==> src/hdl/ilam_pkg.sv <==
// ----------------------------------------------------------------------------
// ilam_pkg
// Shared types and constants for the IPv4 local address match core.
// ----------------------------------------------------------------------------
package ilam_pkg;

  localparam int WORD_W          = 32;
  localparam int INDEX_W         = 3;
  localparam int OP_W            = 3;
  localparam int DEFAULT_ENTRIES = 8;

  localparam logic [WORD_W-1:0] LIMITED_BCAST = '1;
  localparam logic [3:0]        MCAST_PREFIX  = 4'hE;
  localparam logic [7:0]        LOOPBACK_NET  = 8'd127;

  typedef enum logic [OP_W-1:0] {
    OP_LOOKUP      = 3'd0,
    OP_ADD         = 3'd1,
    OP_REMOVE      = 3'd2,
    OP_SET_ADDR    = 3'd3,
    OP_SET_MASK    = 3'd4,
    OP_SET_BCAST   = 3'd5,
    OP_SET_ANYCAST = 3'd6,
    OP_NOP         = 3'd7
  } op_t;

  // One beat as it travels down the cell chain
  typedef struct packed {
    logic                valid;
    op_t                 op;
    logic [INDEX_W-1:0]  idx;
    logic [WORD_W-1:0]   value;
    logic                chk_bc;
    logic                chk_mc;
    logic                is_local;
    logic                status;
  } beat_t;

endpackage

==> src/hdl/ilam_req_if.sv <==
// ----------------------------------------------------------------------------
// ilam_req_if
// Request channel: one table operation or lookup per beat.
// ----------------------------------------------------------------------------
interface ilam_req_if;
  logic                         valid;
  logic                         ready;
  logic [ilam_pkg::OP_W-1:0]    operation;
  logic [ilam_pkg::INDEX_W-1:0] entry_index;
  logic [ilam_pkg::WORD_W-1:0]  value;
  logic                         bcast_check;
  logic                         mcast_check;

  modport source (output valid, operation, entry_index, value, bcast_check,
                  mcast_check, input ready);
  modport sink   (input valid, operation, entry_index, value, bcast_check,
                  mcast_check, output ready);
endinterface

==> src/hdl/ilam_rsp_if.sv <==
// ----------------------------------------------------------------------------
// ilam_rsp_if
// Response channel: lookup result and table status per beat.
// ----------------------------------------------------------------------------
interface ilam_rsp_if;
  logic valid;
  logic ready;
  logic is_local;
  logic status;

  modport source (output valid, is_local, status, input ready);
  modport sink   (input valid, is_local, status, output ready);
endinterface

==> src/hdl/ilam_special.sv <==
// ----------------------------------------------------------------------------
// ilam_special
// Seeds a fresh beat: fixed special-address checks and the default status.
// ----------------------------------------------------------------------------
module ilam_special (
  input  ilam_pkg::beat_t raw,
  output ilam_pkg::beat_t seeded
);
  import ilam_pkg::*;

  logic bcast_hit;
  logic mcast_hit;
  logic loop_hit;

  // limited broadcast, multicast 224/4, loopback 127/8
  assign bcast_hit = raw.chk_bc && (raw.value == LIMITED_BCAST);
  assign mcast_hit = raw.chk_mc && (raw.value[WORD_W-1 -: 4] == MCAST_PREFIX);
  assign loop_hit  = (raw.value[WORD_W-1 -: 8] == LOOPBACK_NET);

  // table ops start as "not present"; the addressed cell clears it
  always_comb begin
    seeded          = raw;
    seeded.is_local = 1'b0;
    seeded.status   = 1'b0;
    case (raw.op) inside
      OP_LOOKUP: begin
        seeded.is_local = bcast_hit || mcast_hit || loop_hit;
      end
      OP_ADD, OP_REMOVE, OP_SET_ADDR, OP_SET_MASK, OP_SET_BCAST,
      OP_SET_ANYCAST: begin
        seeded.status = 1'b1;
      end
      default: begin
        seeded.status = 1'b0;
      end
    endcase
  end

endmodule

==> src/hdl/ilam_cell.sv <==
// ----------------------------------------------------------------------------
// ilam_cell
// One table slot of the chain: holds its entry, applies the passing beat to
// it and forwards the beat, with its match and status, to the next cell.
// ----------------------------------------------------------------------------
module ilam_cell #(
  parameter int CELL_ID = 0
) (
  input  logic            clk,
  input  logic            rst,
  input  logic            en,
  input  ilam_pkg::beat_t beat_in,
  output ilam_pkg::beat_t beat_out
);
  import ilam_pkg::*;

  localparam bit                 ADDRESSABLE = CELL_ID < (1 << INDEX_W);
  localparam logic [INDEX_W-1:0] MY_INDEX    = INDEX_W'(CELL_ID);

  logic              entry_valid;
  logic [WORD_W-1:0] entry_address;
  logic [WORD_W-1:0] entry_mask;
  logic [WORD_W-1:0] entry_broadcast;
  logic [WORD_W-1:0] entry_anycast;

  logic  hit;
  logic  table_op;
  logic  present;
  logic  dst_match;
  logic  do_write;
  beat_t beat_next;

  assign hit      = ADDRESSABLE && (beat_in.idx == MY_INDEX);
  assign table_op = (beat_in.op != OP_LOOKUP) && (beat_in.op != OP_NOP);
  assign present  = (beat_in.op == OP_ADD) || entry_valid;
  assign do_write = en && beat_in.valid && hit && table_op && present;

  // lookup against this slot
  assign dst_match = entry_valid &&
                     ((beat_in.value == entry_address) ||
                      (beat_in.chk_bc &&
                       ((beat_in.value == entry_anycast) ||
                        (beat_in.value == (entry_address & entry_mask)) ||
                        (beat_in.value == entry_broadcast))));

  // beat update
  always_comb begin
    beat_next = beat_in;
    if (beat_in.op == OP_LOOKUP && dst_match) begin
      beat_next.is_local = 1'b1;
    end
    if (hit && table_op && present) begin
      beat_next.status = 1'b0;
    end
  end

  // slot valid bit
  always_ff @(posedge clk) begin
    if (rst) begin
      entry_valid <= 1'b0;
    end else if (do_write) begin
      unique case (beat_in.op)
        OP_ADD:    entry_valid <= 1'b1;
        OP_REMOVE: entry_valid <= 1'b0;
        default:   entry_valid <= entry_valid;
      endcase
    end
  end

  // slot words, no reset
  always_ff @(posedge clk) begin
    if (do_write) begin
      unique case (beat_in.op)
        OP_ADD: begin
          entry_address   <= '0;
          entry_mask      <= '0;
          entry_broadcast <= '0;
          entry_anycast   <= '0;
        end
        OP_SET_ADDR: entry_address <= beat_in.value;
        OP_SET_MASK: begin
          entry_mask      <= beat_in.value;
          entry_broadcast <= entry_address | ~beat_in.value;
        end
        OP_SET_BCAST:   entry_broadcast <= beat_in.value;
        OP_SET_ANYCAST: entry_anycast   <= beat_in.value;
        default: ;
      endcase
    end
  end

  // stage register toward the next cell
  always_ff @(posedge clk) begin
    if (rst) begin
      beat_out.valid <= 1'b0;
    end else if (en) begin
      beat_out <= beat_next;
    end
  end

  a_add_sets_valid: assert property (@(posedge clk) disable iff (rst)
    do_write && beat_in.op == OP_ADD |=> entry_valid)
    else $error("add did not mark slot valid");

  a_remove_clears_valid: assert property (@(posedge clk) disable iff (rst)
    do_write && beat_in.op == OP_REMOVE |=> !entry_valid)
    else $error("remove did not clear slot");

  a_write_status_ok: assert property (@(posedge clk) disable iff (rst)
    do_write |=> beat_out.valid && !beat_out.status)
    else $error("applied table op left status set");

endmodule

==> src/hdl/ipv4_local_address_match_core.sv <==
// ----------------------------------------------------------------------------
// ipv4_local_address_match_core
// IPv4 local destination check over a chain of table-slot cells.
//
//   channel  dir  beat contents
//   req      in   operation, entry_index, value, bcast_check,
//                 mcast_check
//   rsp      out  is_local, status
//
// Each beat walks the chain one cell per cycle while the chain advances,
// and one beat is accepted per cycle unless rsp holds a result; the chain
// depth sets the latency. Beats stay in order, so each one sees every
// earlier update. Reset clears slot valid bits and stage valid flags.
// A held result on rsp freezes the whole chain and drops req.ready.
// ----------------------------------------------------------------------------
module ipv4_local_address_match_core #(
  parameter int ENTRIES = ilam_pkg::DEFAULT_ENTRIES
) (
  input logic        clk,
  input logic        rst,
  ilam_req_if.sink   req,
  ilam_rsp_if.source rsp
);
  import ilam_pkg::*;

  logic  advance;
  beat_t raw;
  beat_t chain [ENTRIES+1];

  // whole chain moves unless the output beat is held
  assign advance   = !chain[ENTRIES].valid || rsp.ready;
  assign req.ready = advance;

  // pack request beat
  always_comb begin
    raw          = '0;
    raw.valid    = req.valid;
    raw.op       = op_t'(req.operation);
    raw.idx      = req.entry_index;
    raw.value    = req.value;
    raw.chk_bc   = req.bcast_check;
    raw.chk_mc   = req.mcast_check;
  end

  ilam_special u_special (
    .raw    (raw),
    .seeded (chain[0])
  );

  for (genvar k = 0; k < ENTRIES; k++) begin : g_cell
    ilam_cell #(.CELL_ID(k)) u_cell (
      .clk      (clk),
      .rst      (rst),
      .en       (advance),
      .beat_in  (chain[k]),
      .beat_out (chain[k+1])
    );
  end

  assign rsp.valid    = chain[ENTRIES].valid;
  assign rsp.is_local = chain[ENTRIES].is_local;
  assign rsp.status   = chain[ENTRIES].status;

  a_local_only_lookup: assert property (@(posedge clk) disable iff (rst)
    rsp.valid && chain[ENTRIES].op != OP_LOOKUP |-> !rsp.is_local)
    else $error("is_local set on a table op");

  a_lookup_status_ok: assert property (@(posedge clk) disable iff (rst)
    rsp.valid && (chain[ENTRIES].op == OP_LOOKUP || chain[ENTRIES].op == OP_NOP)
    |-> !rsp.status)
    else $error("status set on lookup or no-op");

  a_loopback_local: assert property (@(posedge clk) disable iff (rst)
    rsp.valid && chain[ENTRIES].op == OP_LOOKUP &&
    chain[ENTRIES].value[WORD_W-1 -: 8] == LOOPBACK_NET |-> rsp.is_local)
    else $error("loopback destination not local");

endmodule
==> src/flat_wrapper.sv <==
// flat-port wrapper written by rule: the top's interface ports become plain ports
module ipv4_local_address_match_core_flat import ilam_pkg::*;
#(
  parameter int ENTRIES = ilam_pkg::DEFAULT_ENTRIES
)
  (clk, rst, req_valid, req_operation, req_entry_index, req_value, req_bcast_check, req_mcast_check, req_ready, rsp_valid, rsp_is_local, rsp_status, rsp_ready);
  ilam_req_if req_i ();
  ilam_rsp_if rsp_i ();
  input logic clk;
  input logic rst;
  input wire logic [$bits(req_i.valid)-1:0] req_valid;
  input wire logic [$bits(req_i.operation)-1:0] req_operation;
  input wire logic [$bits(req_i.entry_index)-1:0] req_entry_index;
  input wire logic [$bits(req_i.value)-1:0] req_value;
  input wire logic [$bits(req_i.bcast_check)-1:0] req_bcast_check;
  input wire logic [$bits(req_i.mcast_check)-1:0] req_mcast_check;
  output wire logic [$bits(req_i.ready)-1:0] req_ready;
  output wire logic [$bits(rsp_i.valid)-1:0] rsp_valid;
  output wire logic [$bits(rsp_i.is_local)-1:0] rsp_is_local;
  output wire logic [$bits(rsp_i.status)-1:0] rsp_status;
  input wire logic [$bits(rsp_i.ready)-1:0] rsp_ready;
  assign req_i.valid = req_valid;
  assign req_i.operation = req_operation;
  assign req_i.entry_index = req_entry_index;
  assign req_i.value = req_value;
  assign req_i.bcast_check = req_bcast_check;
  assign req_i.mcast_check = req_mcast_check;
  assign req_ready = req_i.ready;
  assign rsp_valid = rsp_i.valid;
  assign rsp_is_local = rsp_i.is_local;
  assign rsp_status = rsp_i.status;
  assign rsp_i.ready = rsp_ready;
  ipv4_local_address_match_core #(.ENTRIES(ENTRIES)) u_core (.clk(clk), .rst(rst), .req(req_i), .rsp(rsp_i));
endmodule
==> config.mk <==
export PLATFORM = sky130hd
export DESIGN_NAME = ipv4_local_address_match_core_flat
export DESIGN_NICKNAME = d
export VERILOG_FILES = /design/src/hdl/ilam_pkg.sv /design/src/hdl/ilam_req_if.sv /design/src/hdl/ilam_rsp_if.sv /design/src/hdl/ilam_special.sv /design/src/hdl/ilam_cell.sv /design/src/hdl/ipv4_local_address_match_core.sv /design/src/flat_wrapper.sv
export SDC_FILE = /design/constraint.sdc
export NUM_CORES = 2
export LEC_CHECK = 0
export ABC_AREA = 1
export BUFFER_PORTS_ARGS = -buffer_cell sky130_fd_sc_hd__buf_2
export CORE_MARGIN = 10
export CORE_UTILIZATION = 55
export CTS_BUF_LIST = sky130_fd_sc_hd__clkbuf_4 sky130_fd_sc_hd__clkbuf_8
export CTS_CLUSTER_DIAMETER = 50
export CTS_CLUSTER_SIZE = 20
export DETAILED_ROUTE_END_ITERATION = 16
export PLACE_DENSITY = 0.79
export SYNTH_ARGS = -nofsm -noshare
export SYNTH_HDL_FRONTEND = slang
export SYNTH_SLANG_ARGS = --single-unit
==> constraint.sdc <==
create_clock -name clk -period 15 [get_ports clk]
set_input_delay 0.75 -clock clk [delete_from_list [all_inputs] [get_ports clk]]
set_output_delay 0.75 -clock clk [all_outputs]
set_load 0.01 [all_outputs]
==> flow_summary_export.csv <==
group,metric,value,unit
outcome,status,"finished, final reports clean",
power_and_ir_drop,p_sw_share,24.6,%
critical_path,path_max_fanout,178,
clocking,cts_made_buffers,116,
critical_path,cp_data_required_time,15.43,ns
finish,fin_area,68100,µm²
timing,finalSetupViolCount,0,
clocking,root_buffer,"clkbuf_8",
finish,final_cell_mix,"edfxtp_1, nor2_1, nand2_1, inv_1, xnor2_1",
yosys,yosysWarnings,0,
timing,period_needed,3.50,ns
timing,rsz0062_at_grt,"no",
yosys,synth_fa_ha_area_share,5.09,%
route,wl_per_cell,18.4,µm
placed_design,dpl.hpwl,93.0,mm
timing,max_slew_margin,16.4,%
clocking,cts_max_level,3,
timing,finalSetupTns,0,ns
yosys,ys_seq_area_share,63.2,%
yosys,synth-main-ff-cell,"edfxtp_1",
clocking,cts_hold_buf,0,
yosys,synth.distinct_cells,34,
finish,multi_input_area,20800,µm²
finish,final_common_cell,"edfxtp_1",
critical_path,r2r_setup_slack,11.50,ns
floorplanning,die_area,128000,µm²
global_route,grt_pass1_vias,41000,
timing,finClkSkew,0.0538,ns
power_and_ir_drop,total_power,7.01,mW
global_route,grtUsageTotal,21.0,%
clocking,path_clk_slew,0.11,ns
placed_design,place_ws,10.88,ns
yosys,synth_xor_area_share,7.27,%
power_and_ir_drop,peakVddDrop,0.0741,mV
clocking,worstSkewPairLatency,0.85,ns
floorplanning,pin_count,48,
timing,tightest_slew,1.25,ns
yosys,synth-compound-area-share,2.96,%
global_route,grt_pass1_wl,216,mm
yosys,async_flop_share,0,%
power_and_ir_drop,pwr-share-clk,34.6,%
route,vias,41400,
timing,period_share,23.4,%
power_and_ir_drop,seq_power_share,60.1,%
route,drtIter0Drc,3930,
critical_path,worst_setup_path_start_kind,"flip-flop",
route,ant_nets,0,
yosys,synth-edff-count,1313,
critical_path,critical_path_class,"reg2reg",
yosys,synth_area,62900,µm²
critical_path,end_kind,"flip-flop",
yosys,syn_nets,6015,
finish,seqCellArea,39700,µm²
power_and_ir_drop,power_switching,1.72,mW
placed_design,placed_cells,7191,
floorplanning,num_rows,124,
timing,hold_viol_final,0,
clocking,cts_buffer_depth,3,
global_route,grt_max_degree,179,
placed_design,io_buffer_count,47,
yosys,synth_area_per_cell,11.0,µm²
power_and_ir_drop,power_frac_comb,5.3,%
placed_design,place_area,65200,µm²
finish,n_fill_cell,8787,
clocking,cts_sinks,1329,
clocking,cts_resized,0,
yosys,synthSimpleGateAreaFrac,17.2,%
finish,syn_to_final_growth,8.22,%
yosys,ys_ff_latch,1329,
power_and_ir_drop,p_leak,25.8,nW
global_route,gr-total-overflow,0,
timing,max_freq,285,MHz
finish,final_layout_size_suffix_gt1_share,7.49,%
global_route,antenna_found_initial,2,
floorplanning,core,114000,µm²
route,routed_wl,137,mm
finish,num-nets-final,6097,
power_and_ir_drop,p_int,5.29,mW
yosys,syn_inst,5715,
floorplanning,chipWidth,358,µm
route,vias_per_cell,5.58,
placed_design,place.gp.congestion,0.854,
timing,setup_slack,11.50,ns
floorplanning,die_h,358,µm
route,drc,0,
finish,final_cells,7414,
job,maxCapViolations,0,
route,dr.pass1.iters,6,
timing,slew_violations,0,
worst_hold_path,hold_path_class,"in2reg",
finish,utilization,59.8,%
clocking,cts_setup_buffers,0,
yosys,muxShareOfSynthArea,0,%
timing,hold_ws,0.0936,ns
power_and_ir_drop,power_density,103,nW/µm²
yosys,synth_top_family_by_area,"simple AND/OR/NAND/NOR gates",
critical_path,cp_data_arrival_time,3.93,ns
floorplanning,floorplan.initialDensity,55.2,%
clocking,cts_tree,"done",
[worst max-delay path: stages (launching register included)]
cell	delay, ns
dfxtp_1	0.32
inv_1	0.08
nor2_4	0.10
nor2_4	0.76
buf_12	0.58
buf_4	0.92
[state kept, by name (all words and copies together), names as in the netlist]
signal	flops
u_core.g_cell.u_cell.entry_valid	8
u_core.g_cell.u_cell.entry_broadcast	256
u_core.g_cell.u_cell.entry_anycast	256
u_core.g_cell.u_cell.entry_address	256
u_core.g_cell.u_cell.beat_out	297
u_core.g_cell.u_cell.entry_mask	256
[cell type report]
class	count	share of cell area, %
sequential	1329	58.4
multi-input combinational	3672	30.5
inverter	583	3.21
tap	1512	2.78
clock buffer	123	2.46
clock inverter	97	1.71
timing repair buffer	95	0.893
antenna	3	0.0110
[cell usage after synthesis, types with 11 or more instances]
| cell | instances | area (µm²) |
|---|---|---|
| xnor2_1 | 426 | 3730 |
| nand4_1 | 134 | 838 |
| nor4_1 | 27 | 169 |
| ha_1 | 256 | 3200 |
| nand2_1 | 997 | 3740 |
| dfxtp_1 | 16 | 320 |
| nor2_1 | 1044 | 3920 |
| nand3_1 | 296 | 1480 |
| inv_1 | 577 | 2170 |
| a211oi_1 | 11 | 82.6 |
| edfxtp_1 | 1313 | 39400 |
| o22ai_1 | 256 | 1600 |
| buf_2 | 16 | 80.1 |
| clkbuf_1 | 83 | 312 |
| xor2_1 | 96 | 841 |
| buf_1 | 30 | 113 |
| a21oi_1 | 25 | 125 |
| or2_2 | 71 | 444 |
[power groups by stage]
stage | combinational (mW) | sequential (mW) | clock (mW)
floorplan | 0.265 | 4.26 | 0
global placement | 0.353 | 4.29 | 0
detailed placement | 0.371 | 4.30 | 0
CTS | 0.374 | 4.21 | 2.46
global route | 0.423 | 4.22 | 2.59
finish | 0.374 | 4.21 | 2.43
[logic make-up (layout without fill, tap and decap cells)]
kind of cell,Yosys count,count (layout)
and+or+nand+nor,2596,2596
AOI/OAI and AO/OA,298,298
DFF,1329,1329
buffers and inverters,714,898
xor gates and xnor gates,522,522
other,0,3
adders and majority gates,256,256
[layer usage]
layer / GRT usage [%] / up-vias / share of wire [%]
met4: 7.67 / 0 / 3.6
met1: 26.5 / 20100 / 40
met3: 2.89 / 294 / 6.5
met2: 36.7 / 1460 / 50
met5: 0 / - / 0
li1: - / 19600 / -
[worst paths after layout]
kind                                                      startpoint                                   end  depth (start not counted)
worst max register to register  u_core.g_cell[7].u_cell.beat_out[42]   u_core.g_cell[3].u_cell.beat_out[8]                          5
worst min-delay path                              req_entry_index[0]  u_core.g_cell[0].u_cell.beat_out[36]                          1
worst max-delay path            u_core.g_cell[7].u_cell.beat_out[42]   u_core.g_cell[3].u_cell.beat_out[8]                          5
worst min register to register  u_core.g_cell[4].u_cell.beat_out[37]  u_core.g_cell[5].u_cell.beat_out[37]                          0
Power figures use the tool's default switching activity.
